<file path="config.mk">
export PLATFORM = sky130hd
export DESIGN_NAME = four_roller_motion_accumulator_core
export DESIGN_NICKNAME = d
export VERILOG_FILES = /design/src/rtl/frma_pkg.sv /design/src/rtl/frma_lane.sv /design/src/rtl/frma_merge.sv /design/src/rtl/four_roller_motion_accumulator_core.sv
export SDC_FILE = /design/constraint.sdc
export NUM_CORES = 2
export LEC_CHECK = 0
export ABC_AREA = 1
export BUFFER_PORTS_ARGS = -buffer_cell sky130_fd_sc_hd__buf_2
export CAP_MARGIN = 15
export CORE_MARGIN = 3
export CORE_UTILIZATION = 60
export CTS_BUF_LIST = sky130_fd_sc_hd__clkbuf_2
export CTS_CLUSTER_DIAMETER = 80
export DETAILED_ROUTE_END_ITERATION = 12
export PLACE_DENSITY = 0.75
export SYNTH_ARGS = -nofsm -noshare
export SYNTH_HDL_FRONTEND = slang
export SYNTH_SLANG_ARGS = --single-unit
</file>
<file path="constraint.sdc">
create_clock -name clk -period 23.7 [get_ports clk]
set_input_delay 4.74 -clock clk [delete_from_list [all_inputs] [get_ports clk]]
set_output_delay 4.74 -clock clk [all_outputs]
set_load 0.005 [all_outputs]
</file>
<file path="src/rtl/frma_pkg.sv">
package frma_pkg;

  localparam int RAW_W     = 10;
  localparam int BTN_W     = 8;
  localparam int EP_W      = 4;
  localparam int GAIN_W    = 8;
  localparam int THR_W     = 10;
  localparam int TOTAL_W   = 32;
  localparam int OUT_W     = 8;
  localparam int NUM_CH    = 4;

  localparam int CFG_IDX_W  = 1;
  localparam int CFG_DATA_W = 10;
  localparam logic [CFG_IDX_W-1:0] CFG_GAIN  = 1'b0;
  localparam logic [CFG_IDX_W-1:0] CFG_NOISE = 1'b1;

  localparam logic [GAIN_W-1:0] GAIN_RST  = 8'd2;
  localparam logic [THR_W-1:0]  NOISE_RST = 10'd1;

  localparam logic CMD_SAMPLE = 1'b0;
  localparam logic CMD_POLL   = 1'b1;

  localparam logic [EP_W-1:0] REPORT_EP = 4'd1;

  localparam int SCALE_DIV  = 10;
  localparam int ROUND_BIAS = 5;
  localparam int CLAMP_MAX  = 127;
  localparam int CLAMP_MIN  = -127;

  localparam int CH_NORTH = 0;
  localparam int CH_EAST  = 1;
  localparam int CH_SOUTH = 2;
  localparam int CH_WEST  = 3;

  typedef struct packed {
    logic acc0;
    logic fin0;
    logic ld2;
    logic ld3;
    logic ld4;
    logic add;
    logic clr;
  } frma_ctl_t;

  typedef struct packed {
    logic             ld;
    logic             hit;
    logic [BTN_W-1:0] btn;
  } frma_rpt_t;

endpackage

</file>
<file path="src/rtl/frma_lane.sv">
module frma_lane #(
  parameter int AVG_COUNT   = 16,
  parameter int SAMPLE_BITS = 10
) (
  input  logic                                 clk,
  input  logic                                 rst_n,
  input  frma_pkg::frma_ctl_t                  ctl,
  input  logic [SAMPLE_BITS-1:0]               sample,
  input  logic [frma_pkg::GAIN_W-1:0]          gain,
  input  logic [frma_pkg::THR_W-1:0]           threshold,
  output logic signed [frma_pkg::TOTAL_W-1:0]  total
);
  import frma_pkg::*;

  localparam int DIV_L  = $clog2(AVG_COUNT);
  localparam int SUM_W  = SAMPLE_BITS + DIV_L;
  localparam int DIV_K  = SUM_W + DIV_L;
  localparam int DIV_MW = SUM_W + 2;
  localparam longint unsigned DIV_M_L = (64'd1 << DIV_K) / AVG_COUNT + 64'd1;
  localparam logic [DIV_MW-1:0] DIV_M = DIV_MW'(DIV_M_L);
  localparam int DPW    = SUM_W + DIV_MW;

  localparam int PW     = SAMPLE_BITS + GAIN_W;
  localparam int TEN_L  = $clog2(SCALE_DIV);
  localparam int TEN_K  = PW + TEN_L;
  localparam int TEN_MW = PW + 2;
  localparam longint unsigned TEN_M_L = (64'd1 << TEN_K) / SCALE_DIV + 64'd1;
  localparam logic [TEN_MW-1:0] TEN_M = TEN_MW'(TEN_M_L);
  localparam int TPW    = PW + TEN_MW;
  localparam int SCW    = PW - 3;

  localparam int CW     = (SAMPLE_BITS > THR_W) ? SAMPLE_BITS : THR_W;
  localparam int SUMT_W = TOTAL_W + 1;

  localparam logic [TOTAL_W-1:0] TOT_MAX = {1'b0, {(TOTAL_W-1){1'b1}}};
  localparam logic [TOTAL_W-1:0] TOT_MIN = {1'b1, {(TOTAL_W-1){1'b0}}};

  logic [SUM_W-1:0]       raw_sum_r;
  logic [SUM_W-1:0]       sum_r;
  logic [SUM_W-1:0]       sum_nxt;
  logic [DPW-1:0]         dprod;
  logic [SAMPLE_BITS-1:0] avg;
  logic [SAMPLE_BITS-1:0] last_avg_r;
  logic [SAMPLE_BITS-1:0] mag;
  logic [SAMPLE_BITS-1:0] mag_nxt;
  logic [SAMPLE_BITS-1:0] mag_r;
  logic [PW-1:0]          prod_nxt;
  logic [PW-1:0]          prod_r;
  logic [TPW-1:0]         tprod;
  logic [SCW-1:0]         scaled_nxt;
  logic [SCW-1:0]         scaled_r;
  logic [SUMT_W-1:0]      tsum;
  logic [TOTAL_W-1:0]     total_nxt;
  logic [TOTAL_W-1:0]     total_r;

  assign sum_nxt = raw_sum_r + SUM_W'(sample);

  always_ff @(posedge clk) begin
    if (!rst_n) begin
      raw_sum_r <= '0;
    end else if (ctl.acc0) begin
      raw_sum_r <= ctl.fin0 ? '0 : sum_nxt;
    end
  end

  always_ff @(posedge clk) begin
    if (ctl.acc0 && ctl.fin0) begin
      sum_r <= sum_nxt;
    end
  end

  // floor(sum / AVG_COUNT) by reciprocal
  assign dprod = DPW'(sum_r) * DPW'(DIV_M);
  assign avg   = SAMPLE_BITS'(dprod >> DIV_K);
  assign mag   = (avg >= last_avg_r) ? (avg - last_avg_r) : (last_avg_r - avg);
  assign mag_nxt = (CW'(mag) > CW'(threshold)) ? mag : '0;

  always_ff @(posedge clk) begin
    if (!rst_n) begin
      last_avg_r <= '0;
    end else if (ctl.ld2) begin
      last_avg_r <= avg;
    end
  end

  always_ff @(posedge clk) begin
    if (ctl.ld2) begin
      mag_r <= mag_nxt;
    end
  end

  assign prod_nxt = PW'(mag_r) * PW'(gain) + PW'(ROUND_BIAS);

  always_ff @(posedge clk) begin
    if (ctl.ld3) begin
      prod_r <= prod_nxt;
    end
  end

  // floor(prod / 10) by reciprocal
  assign tprod      = TPW'(prod_r) * TPW'(TEN_M);
  assign scaled_nxt = SCW'(tprod >> TEN_K);

  always_ff @(posedge clk) begin
    if (ctl.ld4) begin
      scaled_r <= scaled_nxt;
    end
  end

  assign tsum = {total_r[TOTAL_W-1], total_r} + SUMT_W'(scaled_r);

  always_comb begin
    total_nxt = tsum[TOTAL_W-1:0];
    if (tsum[SUMT_W-1:SUMT_W-2] == 2'b01) begin
      total_nxt = TOT_MAX;
    end else if (tsum[SUMT_W-1:SUMT_W-2] == 2'b10) begin
      total_nxt = TOT_MIN;
    end
  end

  always_ff @(posedge clk) begin
    if (!rst_n) begin
      total_r <= '0;
    end else if (ctl.clr) begin
      total_r <= '0;
    end else if (ctl.add) begin
      total_r <= total_nxt;
    end
  end

  assign total = total_r;

endmodule

</file>
<file path="src/rtl/frma_merge.sv">
module frma_merge (
  input  logic                                clk,
  input  logic                                rst_n,
  input  frma_pkg::frma_rpt_t                 rpt,
  input  logic signed [frma_pkg::TOTAL_W-1:0] tot_north,
  input  logic signed [frma_pkg::TOTAL_W-1:0] tot_east,
  input  logic signed [frma_pkg::TOTAL_W-1:0] tot_south,
  input  logic signed [frma_pkg::TOTAL_W-1:0] tot_west,
  input  logic                                out_ready,
  output logic                                out_valid,
  output logic                                out_empty_res,
  output logic [frma_pkg::BTN_W-1:0]          out_buttons_out,
  output logic signed [frma_pkg::OUT_W-1:0]   out_delta_x,
  output logic signed [frma_pkg::OUT_W-1:0]   out_delta_y
);
  import frma_pkg::*;

  localparam int DIFF_W = TOTAL_W + 1;

  function automatic logic signed [OUT_W-1:0] clamp_diff(input logic signed [DIFF_W-1:0] d);
    logic signed [OUT_W-1:0] res;
    res = OUT_W'(d);
    if (d > DIFF_W'(CLAMP_MAX)) begin
      res = OUT_W'(CLAMP_MAX);
    end else if (d < DIFF_W'(CLAMP_MIN)) begin
      res = OUT_W'(CLAMP_MIN);
    end
    return res;
  endfunction

  logic signed [DIFF_W-1:0] dx_full;
  logic signed [DIFF_W-1:0] dy_full;
  logic                     valid_r;
  logic                     empty_r;
  logic [BTN_W-1:0]         buttons_r;
  logic signed [OUT_W-1:0]  dx_r;
  logic signed [OUT_W-1:0]  dy_r;

  assign dx_full = DIFF_W'(tot_east) - DIFF_W'(tot_west);
  assign dy_full = DIFF_W'(tot_south) - DIFF_W'(tot_north);

  always_ff @(posedge clk) begin
    if (!rst_n) begin
      valid_r <= 1'b0;
    end else if (rpt.ld) begin
      valid_r <= 1'b1;
    end else if (out_ready) begin
      valid_r <= 1'b0;
    end
  end

  always_ff @(posedge clk) begin
    if (rpt.ld) begin
      empty_r   <= !rpt.hit;
      buttons_r <= rpt.hit ? rpt.btn : '0;
      dx_r      <= rpt.hit ? clamp_diff(dx_full) : '0;
      dy_r      <= rpt.hit ? clamp_diff(dy_full) : '0;
    end
  end

  assign out_valid       = valid_r;
  assign out_empty_res   = empty_r;
  assign out_buttons_out = buttons_r;
  assign out_delta_x     = dx_r;
  assign out_delta_y     = dy_r;

endmodule

</file>
<file path="src/rtl/four_roller_motion_accumulator_core.sv">
// Four-roller motion accumulator. Each item is either a sample set (four raw roller
// readings) or a report poll. Sample sets are summed per roller; every AVG_COUNT sample
// sets the averages are formed, the rectified change against the previous average is
// compared with noise_threshold, scaled by gain/10 with rounding and added into four
// saturating 32-bit totals, one lane per roller. A poll of endpoint 1 returns the buttons
// and the clamped differences east-west and south-north, then clears the totals; a poll
// of any other endpoint returns an empty report and changes nothing. Sample sets give no
// result. The block accepts one item per cycle; an item passes a four-stage lane pipeline
// (average, scale multiply, divide by ten, accumulate) and a poll's result is loaded into
// the output register as the poll leaves the last stage. Input stalls only once a finished
// report waits untaken, a further poll holds at the last stage and the stages behind it
// are full.
module four_roller_motion_accumulator_core #(
  parameter int AVG_COUNT   = 16,
  parameter int SAMPLE_BITS = 10
) (
  input  logic                                clk,
  input  logic                                rst_n,
  input  logic                                in_valid,
  output logic                                in_ready,
  input  logic                                in_command,
  input  logic [frma_pkg::RAW_W-1:0]          in_north_sample,
  input  logic [frma_pkg::RAW_W-1:0]          in_east_sample,
  input  logic [frma_pkg::RAW_W-1:0]          in_south_sample,
  input  logic [frma_pkg::RAW_W-1:0]          in_west_sample,
  input  logic [frma_pkg::BTN_W-1:0]          in_button_bits,
  input  logic [frma_pkg::EP_W-1:0]           in_endpoint,
  output logic                                out_valid,
  input  logic                                out_ready,
  output logic                                out_empty_res,
  output logic [frma_pkg::BTN_W-1:0]          out_buttons_out,
  output logic signed [frma_pkg::OUT_W-1:0]   out_delta_x,
  output logic signed [frma_pkg::OUT_W-1:0]   out_delta_y,
  input  logic                                cfg_we,
  input  logic [frma_pkg::CFG_IDX_W-1:0]      cfg_index,
  input  logic [frma_pkg::CFG_DATA_W-1:0]     cfg_data
);
  import frma_pkg::*;

  localparam int CNT_W = (AVG_COUNT > 1) ? $clog2(AVG_COUNT) : 1;
  localparam logic [CNT_W-1:0] CNT_LAST = CNT_W'(AVG_COUNT - 1);

  typedef struct packed {
    logic             fin;
    logic             poll;
    logic             hit;
    logic [BTN_W-1:0] btn;
  } tag_t;

  logic [GAIN_W-1:0]      gain_r;
  logic [THR_W-1:0]       thr_r;
  logic [CNT_W-1:0]       count_r;
  logic [4:1]             v_r;
  tag_t                   tag_r [1:4];
  tag_t                   tag_in;
  logic [4:1]             mv;
  logic                   acc_in;
  logic                   acc_smp;
  frma_ctl_t              ctl;
  frma_rpt_t              rpt;
  logic [SAMPLE_BITS-1:0] smp [NUM_CH];
  logic signed [TOTAL_W-1:0] tot [NUM_CH];

  always_ff @(posedge clk) begin
    if (!rst_n) begin
      gain_r <= GAIN_RST;
      thr_r  <= NOISE_RST;
    end else if (cfg_we) begin
      unique case (cfg_index)
        CFG_GAIN:  gain_r <= cfg_data[GAIN_W-1:0];
        CFG_NOISE: thr_r  <= cfg_data[THR_W-1:0];
        default: ;
      endcase
    end
  end

  assign acc_in  = in_valid && in_ready;
  assign acc_smp = acc_in && (in_command == CMD_SAMPLE);

  assign tag_in.fin  = (in_command == CMD_SAMPLE) && (count_r == CNT_LAST);
  assign tag_in.poll = (in_command == CMD_POLL);
  assign tag_in.hit  = (in_endpoint == REPORT_EP);
  assign tag_in.btn  = in_button_bits;

  always_ff @(posedge clk) begin
    if (!rst_n) begin
      count_r <= '0;
    end else if (acc_smp) begin
      count_r <= tag_in.fin ? '0 : count_r + CNT_W'(1);
    end
  end

  // hold a poll at the last stage while the report register is occupied
  always_comb begin
    mv[4] = v_r[4] && (!tag_r[4].poll || !out_valid || out_ready);
    for (int k = 3; k >= 1; k--) begin
      mv[k] = v_r[k] && (!v_r[k+1] || mv[k+1]);
    end
  end

  assign in_ready = !v_r[1] || mv[1];

  always_ff @(posedge clk) begin
    if (!rst_n) begin
      v_r <= '0;
    end else begin
      v_r[1] <= acc_in ? 1'b1 : (mv[1] ? 1'b0 : v_r[1]);
      for (int k = 2; k <= 4; k++) begin
        v_r[k] <= mv[k-1] ? 1'b1 : (mv[k] ? 1'b0 : v_r[k]);
      end
    end
  end

  always_ff @(posedge clk) begin
    if (acc_in) begin
      tag_r[1] <= tag_in;
    end
    for (int k = 2; k <= 4; k++) begin
      if (mv[k-1]) begin
        tag_r[k] <= tag_r[k-1];
      end
    end
  end

  assign ctl.acc0 = acc_smp;
  assign ctl.fin0 = tag_in.fin;
  assign ctl.ld2  = mv[1] && tag_r[1].fin;
  assign ctl.ld3  = mv[2] && tag_r[2].fin;
  assign ctl.ld4  = mv[3] && tag_r[3].fin;
  assign ctl.add  = mv[4] && tag_r[4].fin;
  assign ctl.clr  = mv[4] && tag_r[4].poll && tag_r[4].hit;

  assign rpt.ld  = mv[4] && tag_r[4].poll;
  assign rpt.hit = tag_r[4].hit;
  assign rpt.btn = tag_r[4].btn;

  assign smp[CH_NORTH] = SAMPLE_BITS'(in_north_sample);
  assign smp[CH_EAST]  = SAMPLE_BITS'(in_east_sample);
  assign smp[CH_SOUTH] = SAMPLE_BITS'(in_south_sample);
  assign smp[CH_WEST]  = SAMPLE_BITS'(in_west_sample);

  for (genvar c = 0; c < NUM_CH; c++) begin : g_lane
    frma_lane #(
      .AVG_COUNT   (AVG_COUNT),
      .SAMPLE_BITS (SAMPLE_BITS)
    ) u_lane (
      .clk       (clk),
      .rst_n     (rst_n),
      .ctl       (ctl),
      .sample    (smp[c]),
      .gain      (gain_r),
      .threshold (thr_r),
      .total     (tot[c])
    );
  end

  frma_merge u_merge (
    .clk             (clk),
    .rst_n           (rst_n),
    .rpt             (rpt),
    .tot_north       (tot[CH_NORTH]),
    .tot_east        (tot[CH_EAST]),
    .tot_south       (tot[CH_SOUTH]),
    .tot_west        (tot[CH_WEST]),
    .out_ready       (out_ready),
    .out_valid       (out_valid),
    .out_empty_res   (out_empty_res),
    .out_buttons_out (out_buttons_out),
    .out_delta_x     (out_delta_x),
    .out_delta_y     (out_delta_y)
  );

`ifndef SYNTH
  a_report_loaded: assert property (@(posedge clk) disable iff (!rst_n)
    rpt.ld |=> out_valid)
    else $error("poll left the pipeline without a report");

  a_run_wraps: assert property (@(posedge clk) disable iff (!rst_n)
    (acc_smp && count_r == CNT_LAST) |=> (count_r == '0))
    else $error("sample counter did not wrap at end of run");

  a_totals_nonneg: assert property (@(posedge clk) disable iff (!rst_n)
    !(tot[CH_NORTH][TOTAL_W-1] || tot[CH_EAST][TOTAL_W-1] ||
      tot[CH_SOUTH][TOTAL_W-1] || tot[CH_WEST][TOTAL_W-1]))
    else $error("motion total went negative");

  a_clear_totals: assert property (@(posedge clk) disable iff (!rst_n)
    ($past(rst_n) && $past(ctl.clr)) |->
      (tot[CH_NORTH] == '0 && tot[CH_EAST] == '0 &&
       tot[CH_SOUTH] == '0 && tot[CH_WEST] == '0))
    else $error("report did not clear the totals");
`endif

endmodule

</file>
==> run_results.csv <==
group,metric,value,unit
hold_path,hp-class,"reg -> reg",
worst_setup_path,cp-start-kind,"input port",
clock_tree,post_cts_buffers,0,
worst_setup_path,r2r-start,"g_lane[1].u_lane.prod_r[3]$_DFFE_PP_",
die,start_util,0.606,
drt,met1_length,69.3,mm
timing,slew_headroom,0.282,
clock_tree,hold_buffers,0,
final_layout,fin_util,0.635,
power_and_ir_drop,vdd_drop_max,0.110,mV
synthesis,syn_nets,10300,
final_layout,nFillCells,9812,
timing,hold_viol,0,
hold_path,hold_start,"tag_r[0][29]$_DFFE_PP_",
clock_tree,root_buffer,"clkbuf_2",
final_layout,area_growth,4.81,%
drt,drt_wl_total,157,mm
synthesis,ys_ff_latch,532,
global_route,antenna_found_initial,5,
worst_setup_path,cp.arrival,5.83,ns
power_and_ir_drop,power.density,80.4,nW/um^2
power_and_ir_drop,leakage,38.3,nW
worst_setup_path,endpoint_kind,"primary output",
drt,drt-initial-drc-count,2796,
timing,fin_crit,10.57,ns
global_route,grt_pass1_wl,263,mm
global_route,grt.total_usage,0.273,
timing,rsz0062_at_grt,"no",
synthesis,ys_seq_area_frac,0.200,
clock_tree,cts_inserted_buffers,147,
drt,drt_drc_violations_left,0,
worst_setup_path,critPathRequiredTime,18.96,ns
synthesis,synth_edf_count,281,
clock_tree,cts_tree,"done",
drt,drt-vias-per-instance,5.30,
global_route,grt_pass1_vias,54700,
run_status,outcome,"finished clean",
die,die_w,341,um
global_route,grt_overflow,0,
die,die_height,341,um
worst_setup_path,r2r_slack,17.59,ns
worst_setup_path,path_class,"in -> out",
worst_setup_path,crit_fanout,3,
die,core_area,111000,um^2
clock_tree,cts.repair.resized,0,
die,die-area,116000,um^2
timing,fmaxAchievable,0.0946,GHz
place,io_buffers,95,
final_layout,nNetsFinal,10400,
clock_tree,cts_sinks,532,
worst_setup_path,cpMostUsedCell,"nor2_1",
drt,top_layer,"met5",
clock_tree,h-tree-depth,4,
hold_path,holdPathStages,0,
die,rows,122,
synthesis,synth_cell_types,68,
timing,finClkSkew,0.116,ns
clock_tree,clock_latency,1.54,ns
clock_tree,path_clk_slew,0.10,ns
drt,wl_per_cell,15.2,um
die,io_pins,96,
worst_setup_path,cp_slowest_stage_delay,0.19,ns
timing,worst_slew_pin_slew,1.08,ns
synthesis,synthesis.area,67200,um^2
synthesis,async_flop_share,0,
drt,vias,54800,
clock_tree,cts_buffer_depth,3,
worst_setup_path,r2r-end,"g_lane[1].u_lane.scaled_r[12]$_DFFE_PP_",
drt,met2_length,75.2,mm
timing,tns,0,ns
place,place.gp.congestion,0.952,
synthesis,yosys_warnings,0,
hold_path,hold_end,"tag_r[0][40]$_DFFE_PP_",
timing,slew_viol_final,0,
worst_setup_path,cp_cell_sequence,"buf_2, nor2_1, nand2_1, nor2_2, inv_2, nor2_1, inv_1, nor2_1, inv_1, buf_2",
synthesis,synth_area_per_cell,7.80,um^2
flow_run,drv_cap,0,
timing,setup_violations,0,
synthesis,synth_flop_cell,"edfxtp_1",
drt,final_antenna_net_count,0,
timing,fin_crit_sh,0.446,
drt,firstDrtPassIters,6,
drt,dr_wl_met3,7.85,mm
worst_setup_path,worst_path_max_delay_cell,"nor2_2",
worst_setup_path,reg2reg_depth,19,
place,dp_hpwl,130,mm
synthesis,synthCells,8624,
global_route,grt_max_degree,83,
final_layout,drive_above_1_share,0.0582,
final cells by class:
class	count	area, um^2	share of cell area
inverter	1978	7430	0.105
clock buffer	212	1060	0.0151
multi-input combinational	5948	45600	0.647
tap	1488	1860	0.0264
sequential	532	13500	0.191
timing repair buffer	121	681	0.00966
antenna	2	5.00	0.0000710
clock inverter	57	354	0.00503
cell usage in the layout (no fill, tap or decap), types with 7 or more instances in the layout:
cell type	count
nor4_1	19
o31ai_1	13
fa_1	614
nand3_1	261
xnor2_1	92
nor2_1	461
a31oi_1	21
o211ai_1	20
buf_2	95
edfxtp_1	281
o21a_1	35
o221ai_1	9
a21o_1	36
clkinv_1	29
nand2_2	38
nor3_1	78
o21ai_2	7
dfxtp_1	251
ha_1	948
buf_4	24
nand4_1	62
xor2_1	221
nand2_1	1839
nand3b_1	17
a21oi_2	12
a211oi_1	22
or2_2	23
clkbuf_2	213
o21bai_1	35
inv_2	25
clkinv_2	17
inv_1	1946
a221oi_1	17
a21oi_1	628
o21ai_0	310
a22oi_1	8
a21boi_0	8
o21ai_1	19
o211ai_2	9
where the power goes:
group          internal (mW)  total [mW]  switching (mW)  leakage [nW]
combinational           1.39        3.82            2.43          32.6
clock                  0.274       0.706           0.432          1.07
sequential              1.11        1.14          0.0301          4.60
total                   2.78        5.67            2.89          38.3
routing by layer:
| metal | track usage | up-vias |
|---|---|---|
| li1 | - | 27400 |
| met1 | 0.357 | 25700 |
| met2 | 0.468 | 1372 |
| met3 | 0.0361 | 279 |
| met4 | 0.0880 | 4 |
| met5 | 0 | - |
through the flow:
step	setup WS (ns)	hold slack, ns	total power, mW	area (um^2)	cells
2_1_floorplan	12.92	0.400	3.98	67200	8624
3_3_place_gp	13.16	0.404	4.87	69000	10100
3_5_place_dp	13.11	0.405	4.93	69000	10100
4_1_cts	13.11	0.423	5.68	70400	10300
5_1_grt	12.99	0.431	6.30	70500	10300
6_report	13.13	0.424	5.67	70500	10300
flip-flops by register name, indices dropped and copies added (netlist names):
name                      count
thr_r                        10
g_lane.u_lane.mag_r          40
g_lane.u_lane.sum_r          40
u_merge.out_buttons_out       8
u_merge.out_delta_y           8
g_lane.u_lane.scaled_r       60
tag_r                        44
g_lane.u_lane.last_avg_r     40
g_lane.u_lane.raw_sum_r      56
u_merge.out_valid             1
count_r                       4
gain_r                        8
u_merge.out_empty_res         1
g_lane.u_lane.prod_r         72
v_r                           4
u_merge.out_delta_x           8
g_lane.u_lane.total         128
worst max-delay path: cells and delay by family:
family                 cells  cell delay (ns)
buffers and inverters      5             0.43
and+or+nand+nor            5             0.66
how the worst max path moves through the flow:
stage,start,end,slack (ns)
3_3_place_gp,out_ready,in_ready,13.16
6_report,out_ready,in_ready,13.13
2_1_floorplan,out_ready,g_lane[0].u_lane.prod_r[0]$_DFFE_PP_,12.92
4_1_cts,out_ready,in_ready,13.11
3_5_place_dp,out_ready,in_ready,13.11
5_1_grt,out_ready,in_ready,12.99
synthesized netlist by cell type (9+ instances only):
master | count | area share
a211oi_1 | 22 | 0.0025
a21o_1 | 36 | 0.0040
a21oi_1 | 628 | 0.047
a21oi_2 | 12 | 0.0016
a221oi_1 | 17 | 0.0022
a31oi_1 | 21 | 0.0020
buf_2 | 19 | 0.0014
clkbuf_1 | 93 | 0.0052
clkbuf_2 | 40 | 0.0030
dfxtp_1 | 251 | 0.075
edfxtp_1 | 281 | 0.13
fa_1 | 614 | 0.18
ha_1 | 948 | 0.18
inv_1 | 1946 | 0.11
inv_2 | 24 | 0.0013
nand2_1 | 1841 | 0.10
nand2_2 | 36 | 0.0034
nand3_1 | 261 | 0.019
nand3b_1 | 17 | 0.0019
nand4_1 | 62 | 0.0058
nor2_1 | 463 | 0.026
nor3_1 | 78 | 0.0058
nor4_1 | 19 | 0.0018
o211ai_1 | 20 | 0.0022
o211ai_2 | 9 | 0.0017
o21a_1 | 35 | 0.0039
o21ai_0 | 310 | 0.023
o21ai_1 | 19 | 0.0014
o21bai_1 | 35 | 0.0039
o221ai_1 | 9 | 0.0012
o31ai_1 | 13 | 0.0015
or2_2 | 23 | 0.0021
xnor2_1 | 92 | 0.012
xor2_1 | 221 | 0.029
kinds of logic after synthesis:
family,share of synthesized area
AO/OA/AOI/OAI,0.103
XOR/XNOR,0.0408
flip-flops,0.200
adder cells (fa/ha/maj),0.359
buffers and inverters,0.122
AND/OR/NAND/NOR,0.175
Power figures use the tool's default switching activity.
